### config.mk
export PLATFORM = sky130hd
export DESIGN_NAME = sprite_frame_sequencer_unit
export DESIGN_NICKNAME = d
export VERILOG_FILES = /design/src/sv/sfs_pkg.sv /design/src/sv/sfs_rem.sv /design/src/sv/sfs_dp.sv /design/src/sv/sfs_ctrl.sv /design/src/sv/sprite_frame_sequencer_unit.sv
export SDC_FILE = /design/constraint.sdc
export NUM_CORES = 2
export LEC_CHECK = 0
export CAP_MARGIN = 20
export CORE_ASPECT_RATIO = 0.7
export CORE_MARGIN = 10
export CORE_UTILIZATION = 59
export CTS_CLUSTER_DIAMETER = 80
export DETAILED_ROUTE_END_ITERATION = 8
export DONT_BUFFER_PORTS = 1
export PLACE_DENSITY = 0.78
export SLEW_MARGIN = 10
export SYNTH_ARGS = -nofsm -noshare
export SYNTH_HDL_FRONTEND = slang
export SYNTH_HIERARCHICAL = 1
export SYNTH_SLANG_ARGS = --single-unit
### constraint.sdc
create_clock -name clk -period 7.47 [get_ports clk]
set_clock_uncertainty 0.05 [all_clocks]
set_input_delay 1.494 -clock clk [delete_from_list [all_inputs] [get_ports clk]]
set_output_delay 1.494 -clock clk [all_outputs]
set_load 0.03 [all_outputs]
### src/sv/sfs_pkg.sv
// Package for the sprite frame sequencer: sizes, codes, control types and helpers.
package sfs_pkg;

  // Table depth and width of the time accumulator.
  localparam int MAX_FRAMES = 16;
  localparam int TIME_BITS  = 24;

  // Field widths fixed by the interface.
  localparam int CMD_W   = 3;
  localparam int DT_W    = 16;
  localparam int SETV_W  = 24;
  localparam int SLOT_W  = 4;
  localparam int DUR_W   = 16;
  localparam int SPEED_W = 16;
  localparam int FC_W    = 5;
  localparam int TOT_W   = 20;
  localparam int CFG_W   = 20;
  localparam int CFGI_W  = 3;
  localparam int OFI_W   = 4;
  localparam int OTIME_W = 24;

  // Derived widths.
  localparam int FIDX_W  = (MAX_FRAMES > 1) ? $clog2(MAX_FRAMES) : 1;
  localparam int CNT_W   = $clog2(MAX_FRAMES + 1);
  localparam int PROD_W  = DT_W + SPEED_W;
  localparam int FRAC_W  = 8;
  localparam int SCL_W   = PROD_W - FRAC_W;
  localparam int ACC_W   = DUR_W + FIDX_W + 1;
  localparam int MAX_AB  = (TIME_BITS > SCL_W) ? TIME_BITS : SCL_W;
  localparam int MAX_ABC = (MAX_AB > ACC_W) ? MAX_AB : ACC_W;
  localparam int MAX_ALL = (MAX_ABC > TOT_W) ? MAX_ABC : TOT_W;
  localparam int WIDE_W  = MAX_ALL + 1;
  localparam int DCNT_W  = $clog2(TIME_BITS + 1);

  localparam logic [WIDE_W-1:0] TIME_MAX_W = WIDE_W'((65'd1 << TIME_BITS) - 65'd1);

  // Command codes.
  typedef enum logic [CMD_W-1:0] {
    CMD_TICK      = 3'd0,
    CMD_PLAY      = 3'd1,
    CMD_STOP      = 3'd2,
    CMD_PAUSE     = 3'd3,
    CMD_RESUME    = 3'd4,
    CMD_SET_TIME  = 3'd5,
    CMD_SET_FRAME = 3'd6,
    CMD_LOAD      = 3'd7
  } cmd_t;

  // Playback states.
  typedef enum logic [1:0] {
    RUN_STOPPED  = 2'd0,
    RUN_PLAYING  = 2'd1,
    RUN_PAUSED   = 2'd2,
    RUN_FINISHED = 2'd3
  } run_t;

  // Configuration register indexes.
  typedef enum logic [CFGI_W-1:0] {
    CFG_FRAME_COUNT = 3'd0,
    CFG_LOOPING     = 3'd1,
    CFG_REVERSED    = 3'd2,
    CFG_SPEED       = 3'd3,
    CFG_TOTAL       = 3'd4
  } cfg_idx_t;

  // Controller states.
  typedef enum logic [2:0] {
    S_IDLE,
    S_EXEC,
    S_ADD,
    S_CHK,
    S_DIV,
    S_SEARCH,
    S_SUMF,
    S_DONE
  } state_t;

  // Commands from the controller to the datapath.
  typedef struct packed {
    logic accept;
    logic exec;
    logic add;
    logic check;
    logic div_take;
    logic search_step;
    logic sum_step;
  } sfs_ctl_t;

  // Status from the datapath to the controller.
  typedef struct packed {
    cmd_t cmd;
    logic tick_ok;
    logic set_ok;
    logic total_zero;
    logic over_total;
    logic looping;
    logic div_done;
    logic search_end;
    logic sum_end;
  } sfs_sts_t;

  // Clamp a wide value to the time maximum.
  function automatic logic [TIME_BITS-1:0] sat_time(input logic [WIDE_W-1:0] v);
    logic [TIME_BITS-1:0] r;
    if (v > TIME_MAX_W) begin
      r = {TIME_BITS{1'b1}};
    end else begin
      r = v[TIME_BITS-1:0];
    end
    return r;
  endfunction

endpackage

### src/sv/sfs_rem.sv
// Restoring remainder unit: time modulo clip length, one dividend bit per cycle.
module sfs_rem import sfs_pkg::*; (
  input  logic                 clk,
  input  logic                 rst_n,
  input  logic                 start,
  input  logic [TIME_BITS-1:0] dividend,
  input  logic [TOT_W-1:0]     divisor,
  output logic                 done,
  output logic [TOT_W-1:0]     remainder
);

  logic              run_r, run_nxt;
  logic              done_r, done_nxt;
  logic [DCNT_W-1:0] cnt_r, cnt_nxt;
  logic [TOT_W:0]    rem_r, rem_nxt;
  logic [TIME_BITS-1:0] q_r, q_nxt;
  logic [TOT_W:0]    shifted;

  // Shift in the next dividend bit and subtract the divisor when it fits.
  always_comb begin
    shifted  = {rem_r[TOT_W-1:0], q_r[TIME_BITS-1]};
    run_nxt  = run_r;
    done_nxt = 1'b0;
    cnt_nxt  = cnt_r;
    rem_nxt  = rem_r;
    q_nxt    = q_r;
    if (start) begin
      run_nxt = 1'b1;
      cnt_nxt = DCNT_W'(TIME_BITS);
      rem_nxt = '0;
      q_nxt   = dividend;
    end else if (run_r) begin
      if (shifted >= {1'b0, divisor}) begin
        rem_nxt = shifted - {1'b0, divisor};
      end else begin
        rem_nxt = shifted;
      end
      q_nxt   = {q_r[TIME_BITS-2:0], 1'b0};
      cnt_nxt = cnt_r - DCNT_W'(1);
      if (cnt_r == DCNT_W'(1)) begin
        run_nxt  = 1'b0;
        done_nxt = 1'b1;
      end
    end
  end

  // Control registers.
  always_ff @(posedge clk) begin
    if (!rst_n) begin
      run_r  <= 1'b0;
      done_r <= 1'b0;
      cnt_r  <= '0;
    end else begin
      run_r  <= run_nxt;
      done_r <= done_nxt;
      cnt_r  <= cnt_nxt;
    end
  end

  // Working registers.
  always_ff @(posedge clk) begin
    rem_r <= rem_nxt;
    q_r   <= q_nxt;
  end

  assign done      = done_r;
  assign remainder = rem_r[TOT_W-1:0];

endmodule

### src/sv/sfs_dp.sv
// Datapath of the sprite frame sequencer: registers, frame table, arithmetic and walks.
module sfs_dp import sfs_pkg::*; (
  input  logic                clk,
  input  logic                rst_n,
  input  sfs_ctl_t            ctl,
  output sfs_sts_t            sts,
  input  logic [CMD_W-1:0]    in_cmd,
  input  logic [DT_W-1:0]     in_delta_time,
  input  logic [SETV_W-1:0]   in_set_value,
  input  logic [SLOT_W-1:0]   in_entry_slot,
  input  logic [DUR_W-1:0]    in_entry_duration,
  input  logic                in_entry_event,
  input  logic                cfg_we,
  input  logic [CFGI_W-1:0]   cfg_index,
  input  logic [CFG_W-1:0]    cfg_wdata,
  output logic [OFI_W-1:0]    out_frame_index,
  output logic [1:0]          out_play_state,
  output logic [OTIME_W-1:0]  out_current_time,
  output logic                out_looped,
  output logic                out_finished,
  output logic                out_frame_event_hit
);

  typedef struct packed {
    logic             evt;
    logic [DUR_W-1:0] dur;
  } entry_t;

  // Configuration registers.
  logic [FC_W-1:0]    frame_count_r;
  logic               looping_r;
  logic               reversed_r;
  logic [SPEED_W-1:0] speed_r;
  logic [TOT_W-1:0]   total_r;

  // Latched transaction.
  cmd_t              cmd_r;
  logic [DT_W-1:0]   dt_r;
  logic [SETV_W-1:0] set_r;
  logic [SLOT_W-1:0] slot_r;
  logic [DUR_W-1:0]  edur_r;
  logic              eevt_r;

  // Playback state and working registers.
  run_t                 run_r, run_nxt;
  logic [TIME_BITS-1:0] time_r, time_nxt;
  logic [FIDX_W-1:0]    cur_r, cur_nxt;
  logic                 looped_r, looped_nxt;
  logic                 fin_r, fin_nxt;
  logic                 evt_r, evt_nxt;
  logic [PROD_W-1:0]    prod_r, prod_nxt;
  logic [WIDE_W-1:0]    acc_r, acc_nxt;
  logic [CNT_W-1:0]     i_r, i_nxt;

  entry_t table_r [MAX_FRAMES];

  logic [CNT_W-1:0]  n;
  logic              over_total;
  logic [WIDE_W-1:0] time_sum;
  logic              tick_mode;
  logic [CNT_W-1:0]  idx_wide;
  logic [FIDX_W-1:0] idx;
  entry_t            ent;
  logic [WIDE_W-1:0] acc_sum;
  logic              in_range;
  logic              hit;
  logic [FIDX_W-1:0] clamp_frame;
  logic              load_ok;
  logic              div_start;
  logic              div_done;
  logic [TOT_W-1:0]  div_rem;

  // Frames in use, end-of-clip compare and the scaled time advance.
  always_comb begin
    if (32'(frame_count_r) > MAX_FRAMES) begin
      n = CNT_W'(MAX_FRAMES);
    end else begin
      n = CNT_W'(frame_count_r);
    end
    over_total = WIDE_W'(time_r) >= WIDE_W'(total_r);
    time_sum   = WIDE_W'(time_r) + WIDE_W'(prod_r[PROD_W-1:FRAC_W]);
  end

  // One step of the table walk: ticks honor the direction, other walks go forward.
  always_comb begin
    tick_mode = (cmd_r == CMD_TICK);
    if (tick_mode && reversed_r) begin
      idx_wide = n - CNT_W'(1) - i_r;
    end else begin
      idx_wide = i_r;
    end
    idx      = FIDX_W'(idx_wide);
    ent      = table_r[idx];
    acc_sum  = acc_r + WIDE_W'(ent.dur);
    in_range = i_r < n;
    hit      = in_range && (WIDE_W'(time_r) <= acc_sum);
    if (32'(set_r) > 32'(n) - 32'd1) begin
      clamp_frame = FIDX_W'(n - CNT_W'(1));
    end else begin
      clamp_frame = FIDX_W'(set_r);
    end
    load_ok = 32'(slot_r) < MAX_FRAMES;
  end

  assign div_start = ctl.check && over_total && looping_r;

  sfs_rem u_rem (
    .clk       (clk),
    .rst_n     (rst_n),
    .start     (div_start),
    .dividend  (time_r),
    .divisor   (total_r),
    .done      (div_done),
    .remainder (div_rem)
  );

  // Next values of the playback state for each controller command.
  always_comb begin
    run_nxt    = run_r;
    time_nxt   = time_r;
    cur_nxt    = cur_r;
    looped_nxt = looped_r;
    fin_nxt    = fin_r;
    evt_nxt    = evt_r;
    prod_nxt   = prod_r;
    acc_nxt    = acc_r;
    i_nxt      = i_r;
    if (ctl.exec) begin
      looped_nxt = 1'b0;
      fin_nxt    = 1'b0;
      evt_nxt    = 1'b0;
      acc_nxt    = '0;
      i_nxt      = '0;
      unique case (cmd_r)
        CMD_TICK: begin
          prod_nxt = PROD_W'(dt_r) * PROD_W'(speed_r);
        end
        CMD_PLAY: begin
          run_nxt = RUN_PLAYING;
          if (over_total && !looping_r) begin
            time_nxt = '0;
            cur_nxt  = '0;
          end
        end
        CMD_STOP: begin
          run_nxt  = RUN_STOPPED;
          time_nxt = '0;
          cur_nxt  = '0;
        end
        CMD_PAUSE: begin
          if (run_r == RUN_PLAYING) begin
            run_nxt = RUN_PAUSED;
          end
        end
        CMD_RESUME: begin
          if (run_r == RUN_PAUSED) begin
            run_nxt = RUN_PLAYING;
          end
        end
        CMD_SET_TIME: begin
          time_nxt = sat_time(WIDE_W'(set_r));
          cur_nxt  = '0;
        end
        CMD_SET_FRAME: begin
          if (n != '0) begin
            cur_nxt = clamp_frame;
          end
        end
        CMD_LOAD: begin
        end
      endcase
    end else if (ctl.add) begin
      time_nxt = sat_time(time_sum);
    end else if (ctl.check) begin
      // A non-looping clip past its end finishes on the last frame.
      if (over_total && !looping_r) begin
        time_nxt = sat_time(WIDE_W'(total_r));
        cur_nxt  = FIDX_W'(n - CNT_W'(1));
        run_nxt  = RUN_FINISHED;
        fin_nxt  = 1'b1;
      end
    end else if (ctl.div_take) begin
      time_nxt   = TIME_BITS'(div_rem);
      looped_nxt = 1'b1;
    end else if (ctl.search_step) begin
      if (in_range) begin
        acc_nxt = acc_sum;
        i_nxt   = i_r + CNT_W'(1);
      end
      if (hit) begin
        if (tick_mode) begin
          if (idx != cur_r) begin
            cur_nxt = idx;
            evt_nxt = ent.evt;
          end
        end else begin
          cur_nxt = idx;
        end
      end
    end else if (ctl.sum_step) begin
      // Time of a set frame is the sum of the durations before it.
      if (i_r == CNT_W'(cur_r)) begin
        time_nxt = sat_time(acc_r);
      end else begin
        acc_nxt = acc_sum;
        i_nxt   = i_r + CNT_W'(1);
      end
    end
  end

  // Control and playback registers.
  always_ff @(posedge clk) begin
    if (!rst_n) begin
      frame_count_r <= '0;
      looping_r     <= 1'b1;
      reversed_r    <= 1'b0;
      speed_r       <= SPEED_W'(256);
      total_r       <= '0;
      run_r         <= RUN_STOPPED;
      time_r        <= '0;
      cur_r         <= '0;
      looped_r      <= 1'b0;
      fin_r         <= 1'b0;
      evt_r         <= 1'b0;
    end else begin
      if (cfg_we) begin
        unique case (cfg_index)
          CFG_FRAME_COUNT: frame_count_r <= cfg_wdata[FC_W-1:0];
          CFG_LOOPING:     looping_r     <= cfg_wdata[0];
          CFG_REVERSED:    reversed_r    <= cfg_wdata[0];
          CFG_SPEED:       speed_r       <= cfg_wdata[SPEED_W-1:0];
          CFG_TOTAL:       total_r       <= cfg_wdata[TOT_W-1:0];
          default: begin
          end
        endcase
      end
      run_r    <= run_nxt;
      time_r   <= time_nxt;
      cur_r    <= cur_nxt;
      looped_r <= looped_nxt;
      fin_r    <= fin_nxt;
      evt_r    <= evt_nxt;
    end
  end

  // Working registers and the latched transaction.
  always_ff @(posedge clk) begin
    prod_r <= prod_nxt;
    acc_r  <= acc_nxt;
    i_r    <= i_nxt;
    if (ctl.accept) begin
      cmd_r  <= cmd_t'(in_cmd);
      dt_r   <= in_delta_time;
      set_r  <= in_set_value;
      slot_r <= in_entry_slot;
      edur_r <= in_entry_duration;
      eevt_r <= in_entry_event;
    end
  end

  // Frame table write on load entry.
  always_ff @(posedge clk) begin
    if (ctl.exec && (cmd_r == CMD_LOAD) && load_ok) begin
      table_r[FIDX_W'(slot_r)] <= '{evt: eevt_r, dur: edur_r};
    end
  end

  // Status to the controller.
  always_comb begin
    sts.cmd        = cmd_r;
    sts.tick_ok    = (run_r == RUN_PLAYING) && (n != '0);
    sts.set_ok     = (n != '0);
    sts.total_zero = (total_r == '0);
    sts.over_total = over_total;
    sts.looping    = looping_r;
    sts.div_done   = div_done;
    sts.search_end = !in_range || hit;
    sts.sum_end    = (i_r == CNT_W'(cur_r));
  end

  // Result fields come straight from the state registers.
  assign out_frame_index     = OFI_W'(cur_r);
  assign out_play_state      = run_r;
  assign out_current_time    = OTIME_W'(time_r);
  assign out_looped          = looped_r;
  assign out_finished        = fin_r;
  assign out_frame_event_hit = evt_r;

endmodule

### src/sv/sfs_ctrl.sv
// Controller state machine of the sprite frame sequencer.
module sfs_ctrl import sfs_pkg::*; (
  input  logic     clk,
  input  logic     rst_n,
  input  logic     start,
  input  sfs_sts_t sts,
  output sfs_ctl_t ctl,
  output logic     busy,
  output logic     out_valid
);

  state_t state_r, state_nxt;

  // State register.
  always_ff @(posedge clk) begin
    if (!rst_n) begin
      state_r <= S_IDLE;
    end else begin
      state_r <= state_nxt;
    end
  end

  // Next state.
  always_comb begin
    state_nxt = state_r;
    unique case (state_r)
      S_IDLE, S_DONE: begin
        if (start) begin
          state_nxt = S_EXEC;
        end else begin
          state_nxt = S_IDLE;
        end
      end
      S_EXEC: begin
        unique case (sts.cmd)
          CMD_TICK:      state_nxt = sts.tick_ok ? S_ADD : S_DONE;
          CMD_SET_TIME:  state_nxt = S_SEARCH;
          CMD_SET_FRAME: state_nxt = sts.set_ok ? S_SUMF : S_DONE;
          default:       state_nxt = S_DONE;
        endcase
      end
      S_ADD: begin
        state_nxt = sts.total_zero ? S_DONE : S_CHK;
      end
      S_CHK: begin
        if (sts.over_total) begin
          state_nxt = sts.looping ? S_DIV : S_DONE;
        end else begin
          state_nxt = S_SEARCH;
        end
      end
      S_DIV: begin
        if (sts.div_done) begin
          state_nxt = S_SEARCH;
        end
      end
      S_SEARCH: begin
        if (sts.search_end) begin
          state_nxt = S_DONE;
        end
      end
      S_SUMF: begin
        if (sts.sum_end) begin
          state_nxt = S_DONE;
        end
      end
      default: state_nxt = S_IDLE;
    endcase
  end

  // Outputs: a new transaction may be taken while the previous result is shown.
  always_comb begin
    busy            = !((state_r == S_IDLE) || (state_r == S_DONE));
    out_valid       = (state_r == S_DONE);
    ctl.accept      = start && !busy;
    ctl.exec        = (state_r == S_EXEC);
    ctl.add         = (state_r == S_ADD);
    ctl.check       = (state_r == S_CHK);
    ctl.div_take    = (state_r == S_DIV) && sts.div_done;
    ctl.search_step = (state_r == S_SEARCH);
    ctl.sum_step    = (state_r == S_SUMF);
  end

endmodule

### src/sv/sprite_frame_sequencer_unit.sv
// Top level of the sprite frame sequencer: controller, datapath and checks.
//
// One command transaction is taken when start is high and busy is low; its single
// result appears on the out_ ports for one cycle with out_valid high, and the
// receiver cannot stall it. Play, stop, pause, resume and load entry go from the
// exec state straight to the result cycle. Set time walks the table, and set frame
// sums the durations before the chosen frame when frames are in use; each table
// walk takes one entry per cycle. A tick that does not advance goes straight to
// the result; one that advances adds the scaled time and, with a nonzero clip
// length, checks the clip end, then walks the table unless the clip finishes,
// first waiting for the bit-serial remainder unit when the time wraps. A new
// command may be accepted in the result cycle. Configuration writes are taken at
// any cycle with cfg_we high and must be made while no command is in progress.
module sprite_frame_sequencer_unit import sfs_pkg::*; (
  input  logic                clk,
  input  logic                rst_n,
  input  logic                start,
  output logic                busy,
  input  logic [CMD_W-1:0]    in_cmd,
  input  logic [DT_W-1:0]     in_delta_time,
  input  logic [SETV_W-1:0]   in_set_value,
  input  logic [SLOT_W-1:0]   in_entry_slot,
  input  logic [DUR_W-1:0]    in_entry_duration,
  input  logic                in_entry_event,
  output logic                out_valid,
  output logic [OFI_W-1:0]    out_frame_index,
  output logic [1:0]          out_play_state,
  output logic [OTIME_W-1:0]  out_current_time,
  output logic                out_looped,
  output logic                out_finished,
  output logic                out_frame_event_hit,
  input  logic                cfg_we,
  input  logic [CFGI_W-1:0]   cfg_index,
  input  logic [CFG_W-1:0]    cfg_wdata
);

  sfs_ctl_t ctl;
  sfs_sts_t sts;

  sfs_ctrl u_ctrl (
    .clk       (clk),
    .rst_n     (rst_n),
    .start     (start),
    .sts       (sts),
    .ctl       (ctl),
    .busy      (busy),
    .out_valid (out_valid)
  );

  sfs_dp u_dp (
    .clk                 (clk),
    .rst_n               (rst_n),
    .ctl                 (ctl),
    .sts                 (sts),
    .in_cmd              (in_cmd),
    .in_delta_time       (in_delta_time),
    .in_set_value        (in_set_value),
    .in_entry_slot       (in_entry_slot),
    .in_entry_duration   (in_entry_duration),
    .in_entry_event      (in_entry_event),
    .cfg_we              (cfg_we),
    .cfg_index           (cfg_index),
    .cfg_wdata           (cfg_wdata),
    .out_frame_index     (out_frame_index),
    .out_play_state      (out_play_state),
    .out_current_time    (out_current_time),
    .out_looped          (out_looped),
    .out_finished        (out_finished),
    .out_frame_event_hit (out_frame_event_hit)
  );

`ifndef SYNTHESIS
  // A result never shows in the cycle right after its transaction is taken.
  a_no_early_result: assert property (@(posedge clk) disable iff (!rst_n)
    (start && !busy) |=> !out_valid)
    else $error("result strobe directly after acceptance");

  // Each result is strobed for a single cycle.
  a_single_strobe: assert property (@(posedge clk) disable iff (!rst_n)
    out_valid |=> !out_valid)
    else $error("result strobe longer than one cycle");

  // A tick cannot both wrap and finish the clip.
  a_flags_exclusive: assert property (@(posedge clk) disable iff (!rst_n)
    out_valid |-> !(out_looped && out_finished))
    else $error("looped and finished raised together");

  // A finished result always reports the finished play state.
  a_finish_state: assert property (@(posedge clk) disable iff (!rst_n)
    (out_valid && out_finished) |-> (out_play_state == RUN_FINISHED))
    else $error("finished flag without finished state");
`endif

endmodule
# Word-level counts from Yosys, hierarchy flattened
# Memory sizes are Yosys's and may differ from the RTL's.
# Cells that the tools add are included.
# word_totals
register_bits	256
ramBits	272
inputBits	91
output_inout_bits	35
elab_cells	201
n_memories	1
# mem_list
memory	depth	width	rd	rd_ports_with_merged_regs	write_ports	line_no	rtl
u_dp.table_r	16	17	1	0	1	sfs_dp.sv:55	entry_t table_r [MAX_FRAMES];
# classes
addsub	8
n_mul	1
order_cmp	8
eq_ne	41
mux	64
bitwise_logic	5
reduce_logical	46
# ops
operator	count
two-way mux 24 bit	13
two-way mux 25 bit	4
case mux 24 bit (3 select lines)	1
two-way mux 4 bit	13
greater-than comparator 25 x 24 -> 1 bit, second input constant	2
two-way mux 5 bit	7
greater-than comparator 24 x 32 -> 1 bit	1
multiplier 16 x 16 -> 32 bit	1
== test 3 bit, second input constant	9
adder 24 x 24 -> 25 bit	1
adder 25 x 16 -> 25 bit	1
<= comparator 24 x 25 -> 1 bit	1
>= comparator 24 x 20 -> 1 bit	1
>= comparator 21 x 20 -> 1 bit	1
case mux 3 bit (7 select lines)	1
zero test 20 bit	1
two-way mux 20 bit	1
subtractor 20 bit	1
== test 3 x 2 -> 1 bit, second input constant	6
two-way mux 3 bit	6
AND reduction 6 bit	3
nonzero test 5 bit	3
two-way mux 2 bit	7
inequality test 3 bit, second input constant	4
39 further kinds	84

# Logic depth before layout (Yosys ltp)
# An unclocked memory read counts as a cell.
# logic_depth
depth_word	15
mapped_depth	36
ltp_nobuf	35

# Modules after synthesis
# Netlist, hierarchy kept.
# modules_own_cells
module	n_inst	cells_per_inst	area_per_inst_um2	seq_area_each_um2
sfs_dp	1	2867	30525.5	12932.4
sfs_rem	1	353	3382.0	1261.2
sfs_ctrl	1	45	319.1	60.1

# Worst setup path after synthesis
# OpenSTA, ideal clock, no wires.
# synth_timing
path_kind	reg-to-reg
startpoint	reg u_dp.frame_count_r[0]
endpoint	reg u_dp.cur_r[0] (netlist: u_dp/out_frame_index[0])
setup_ns	0.072
t_arrival_ns	6.902
required_time_ns	7.348
setup_slack_ns	0.446
path_stages_with_launch	33
path_buffers	1
synth_period_minus_slack_ns	7.024
path_cell_list	dfxtp_1 nor2b_1 inv_1 ha_1 inv_1 xnor2_1 inv_1 ha_1 and3b_1 or3b_1 mux2i_1 xnor2_2 clkbuf_1 mux4_2 a21oi_1 ha_1 fa_1 a211oi_1 o21ai_0 o21bai_1 a21oi_1 o21ai_1 nor2_1 xnor2_1 ha_1 nand3_1 nor4_1 nand2_1 a21oi_1 o21a_1 a31oi_1 a211oi_2 mux2i_1
# synth_between
elab_chain_cells	13
word_cells_on_any_way	30
classes_between	add/sub (4); order compare (4); eq/ne (3); mux (14); reduce/logical (4); memory (1)
# synth_rtl
item	line_no	rtl
from (decl)	sfs_dp.sv:30	logic [FC_W-1:0] frame_count_r;
from (signal assigned)	sfs_dp.sv:228	CFG_FRAME_COUNT: frame_count_r <= cfg_wdata[FC_W-1:0];
greater-than comparator 5 bit	sfs_dp.sv:75	if (32'(frame_count_r) > MAX_FRAMES) begin
two-way mux 5 bit *	sfs_dp.sv:75	
parallel branches: the longest is 11 deep, another holds adder 25 x 16 -> 25 bit	n/a	
to (signal assigned)	sfs_dp.sv:239	cur_r <= cur_nxt;
to (decl)	sfs_dp.sv:47	logic [FIDX_W-1:0] cur_r, cur_nxt;
# Mark *: on every way between the ends. The select of a mux whose other input is x is not followed.
# A chain may end at the register's enable or synchronous reset.

==> impl_metrics.csv <==
group,metric,value,unit
yosys,ys.warnings.count,6,
worst_setup_path,cp.arrival,7.59,ns
worst_setup_path,cp-end-kind,"flip-flop",
placed_design,hpwlAfterDp,75.0,mm
worst_setup_path,worstSetupPathType,"flip-flop to flip-flop",
yosys,synth.avg_cell_area,10.5,sq um
timing,whs,0.453,ns
placed_design,place_congestion,1.00,
timing,slew_headroom,28.3,%
layout,drive_gt1_share,9.89,%
drt,drt_wl_total,101,mm
yosys,synth_edf_count,384,
worst_setup_path,crit_top_cell,"buf_4",
yosys,ys_seq_area_share,41.6,%
layout,regArea,14300,sq um
floorplanning,die_h,222,microns
clock_tree,cts_root_buf,"clkbuf_16",
floorplanning,core,57100,sq um
floorplanning,die_w,308,microns
pwr,peakVddDrop,0.272,mV
timing,setup_viol_count_final,0,
floorplanning,rows,73,
timing,hold_viol,0,
floorplanning,dieArea,68200,sq um
worst_setup_path,crit_required,7.92,ns
global_routing,grt_pass1_wl,151,mm
drt,viasPerCell,6.40,
global_routing,grtUsageTotal,28.7,%
placed_design,pre_cts_ws,-0.0397,ns
layout,mostFrequentLayoutCells,"438 x nand2_1, 384 x edfxtp_1, 303 x inv_1, 232 x ha_1, 196 x fa_1",
yosys,synth_nets,3795,
layout,final_common_cell,"nand2_1",
layout,multiInputGateArea,18500,sq um
pwr,switchingPower,3.17,mW
drt,vias,25970,
timing,period_share,95.6,%
drt,drc,9,
worst_setup_path,worstPathMaxFanout,8,
hold_path,hold_class,"flip-flop to flip-flop",
drt,drt_iter0_markers,3385,
clock_tree,numCtsBuffers,52,
clock_tree,cts_tree,"done",
yosys,synth_ff_type,"edfxtp_1",
status,violations,"DRC",
pwr,cellLeakagePower,15.0,nW
worst_setup_path,cp_slowest_cell,"or3b_1",
drt,first_pass_iters,9,
timing,worst_slack,0.329,ns
timing,fmaxAchievable,0.140,GHz
global_routing,antenna_found_initial,5,
pwr,p_sw_share,34.3,%
yosys,synthCells,3265,
layout,utilization,66.2,%
timing,worst_pin_slew,1.06,ns
yosys,netlist_area,34200,sq um
pwr,power_density,245,nW/um^2
pwr,comb_power_share,27.8,%
global_routing,grt_pass1_vias,25218,
clock_tree,clock_sinks,520,
placed_design,io_buffers,0,
clock_tree,path_clk_slew,0.06,ns
clock_tree,clkLatencyLatePin,0.66,ns
status,status,"finished, violations left",
clock_tree,htreeDepth,2,
floorplanning,io_pins,126,
floorplanning,initial_core_util,60.0,%
yosys,yosys_register_bits,520,
layout,fillerInstances,4255,
yosys,yosysUniqueCellTypes,87,
timing,final_max_slew_viol_count,0,
clock_tree,clk_path_buf_depth,3,
yosys,async_flop_share,0,%
global_routing,grt_max_degree,54,
run,max_cap_violations,0,
pwr,internal_power,6.08,mW
global_routing,grt-ovfl-total,0,
timing,period_needed,7.14,ns
layout,syn2layout_area_growth,10.3,%
pwr,p_clk_share,32.3,%
worst_setup_path,cp-start-kind,"flip-flop",
drt,ant_nets,0,
worst_setup_path,cp_slowest_stage_delay,0.38,ns
drt,routedWlPerCell,24.8,microns
layout,nets,3792,
pwr,power.share.sequential,39.9,%
-- final cells by class --
type	count	area share (%)
Multi-Input combinational cell	2281	49.1
Clock inverter	36	1.48
Antenna cell	3	0.0199
Sequential cell	520	37.8
Tap cell	750	2.48
Inverter	305	3.03
Clock buffer	62	3.76
Timing Repair Buffer	102	2.41
-- cells by family (layout without fill, tap and decap cells) --
| logic type | count (synthesis) | in the layout | share of synthesized area [%] |
|---|---|---|---|
| AO/OA/AOI/OAI | 628 | 628 | 12.0 |
| XOR/XNOR | 92 | 93 | 2.38 |
| adder cells (fa/ha/maj) | 439 | 439 | 20.4 |
| buffers and inverters | 465 | 505 | 5.36 |
| flip-flops | 520 | 520 | 41.6 |
| multiplexers | 131 | 131 | 4.55 |
| other | 0 | 3 | 0 |
| AND/OR/NAND/NOR | 990 | 990 | 13.7 |
-- power groups by stage --
| stage | Combinational [mW] | Sequential (mW) | Clock, mW |
|---|---|---|---|
| 5_1_grt | 2.82 | 3.70 | 3.14 |
| 2_1_floorplan | 1.94 | 3.52 | 0 |
| 3_5_place_dp | 2.45 | 3.73 | 0 |
| 4_1_cts | 2.47 | 3.67 | 3.01 |
| 3_3_place_gp | 2.39 | 3.72 | 0 |
| 6_report | 2.57 | 3.69 | 2.99 |
-- flip-flops by register name (all words and copies together) (netlist names), 2 cells and up --
| signal | flops |
|---|---|
| u_dp/u_rem/q_r | 24 |
| u_dp/prod_r | 24 |
| u_dp/slot_r | 4 |
| u_dp/out_play_state | 2 |
| u_dp/edur_r | 16 |
| u_dp/set_r | 24 |
| u_dp/i_r | 5 |
| u_dp/u_rem/rem_r | 20 |
| u_dp/u_rem/cnt_r | 5 |
| u_dp/frame_count_r | 5 |
| u_dp/cmd_r | 3 |
| u_dp/acc_r | 25 |
| u_dp/speed_r | 16 |
| u_ctrl/state_r | 3 |
| u_dp/table_r | 272 |
| u_dp/out_current_time | 24 |
| u_dp/total_r | 20 |
| u_dp/out_frame_index | 4 |
| u_dp/dt_r | 16 |
-- cell usage after synthesis, types with 7 or more instances --
cell type | instances | area share [%]
a211oi_1 | 79 | 1.7
a21o_1 | 32 | 0.70
a21oi_1 | 167 | 2.4
a222oi_1 | 19 | 0.56
a311oi_1 | 21 | 0.54
a31oi_1 | 55 | 1.0
and2_1 | 139 | 2.5
and3_1 | 18 | 0.33
buf_1 | 16 | 0.18
buf_2 | 23 | 0.34
buf_4 | 8 | 0.18
clkbuf_1 | 109 | 1.2
dfxtp_1 | 136 | 8.0
edfxtp_1 | 384 | 34
fa_1 | 197 | 12
ha_1 | 242 | 8.8
inv_1 | 305 | 3.3
mux2_2 | 28 | 0.92
mux2i_1 | 86 | 2.5
mux4_2 | 17 | 1.1
nand2_1 | 439 | 4.8
nand2b_1 | 22 | 0.40
nand3_1 | 34 | 0.50
nand4_1 | 29 | 0.53
nor2_1 | 172 | 1.9
nor2b_1 | 27 | 0.49
nor3_1 | 46 | 0.67
nor3b_1 | 7 | 0.15
nor4_1 | 20 | 0.37
o211ai_1 | 16 | 0.35
o21a_1 | 16 | 0.35
o21ai_0 | 117 | 1.7
o21ai_1 | 11 | 0.16
o21bai_1 | 9 | 0.20
o31ai_1 | 9 | 0.20
or3_1 | 8 | 0.15
xnor2_1 | 53 | 1.4
xor2_1 | 38 | 0.97
-- through the flow --
step	instance area (sq um)	setup TNS [ns]	total power, mW	cells
CTS	37300	0	9.15	4038
global route	37800	-0.139	9.66	4057
detailed placement	35300	-0.210	6.17	3940
global placement	35300	0	6.11	3939
finish	37800	0	9.26	4059
floorplan	34200	0	5.47	3265
-- repair_timing --
item                                    4_1_cts  5_1_grt
pin swaps                                     0       16
cloned                                        0        3
gates resized for setup                       3       53
hold endpoints to repair                      0        0
endpoints found under the setup margin        6        7
buffers inserted                              0       14
hold buffers                                  0        0
-- path summary, 6_finish.rpt --
path,startpoint,to,slack [ns],cells after the start
setup / recovery,u_dp/frame_count_r[4],u_ctrl/state_r[0],0.33,35
hold / removal,u_dp/u_rem/cnt_r[1],u_dp/u_rem/cnt_r[1],0.45,2
setup reg to reg,u_dp/frame_count_r[4],u_ctrl/state_r[0],0.33,35
hold reg to reg,u_dp/u_rem/cnt_r[1],u_dp/u_rem/cnt_r[1],0.45,2
-- routing by layer --
layer | track usage [%] | wire (microns)
met1 | 42.7 | 43600
met2 | 38.2 | 40100
met4 | 8.13 | 2590
met5 | 0 | 31
met3 | 10.8 | 14500
-- worst max-delay path: cells and delay by family (launching register included) --
kind / cells / cell delay (ns)
flip-flops: 1 / 0.37
multiplexers: 2 / 0.45
XOR/XNOR: 3 / 0.54
AND/OR/NAND/NOR: 12 / 2.40
adder cells (fa/ha/maj): 4 / 0.94
AO/OA/AOI/OAI: 8 / 1.43
buffers and inverters: 6 / 0.83
(Power assumes the default switching activity.)
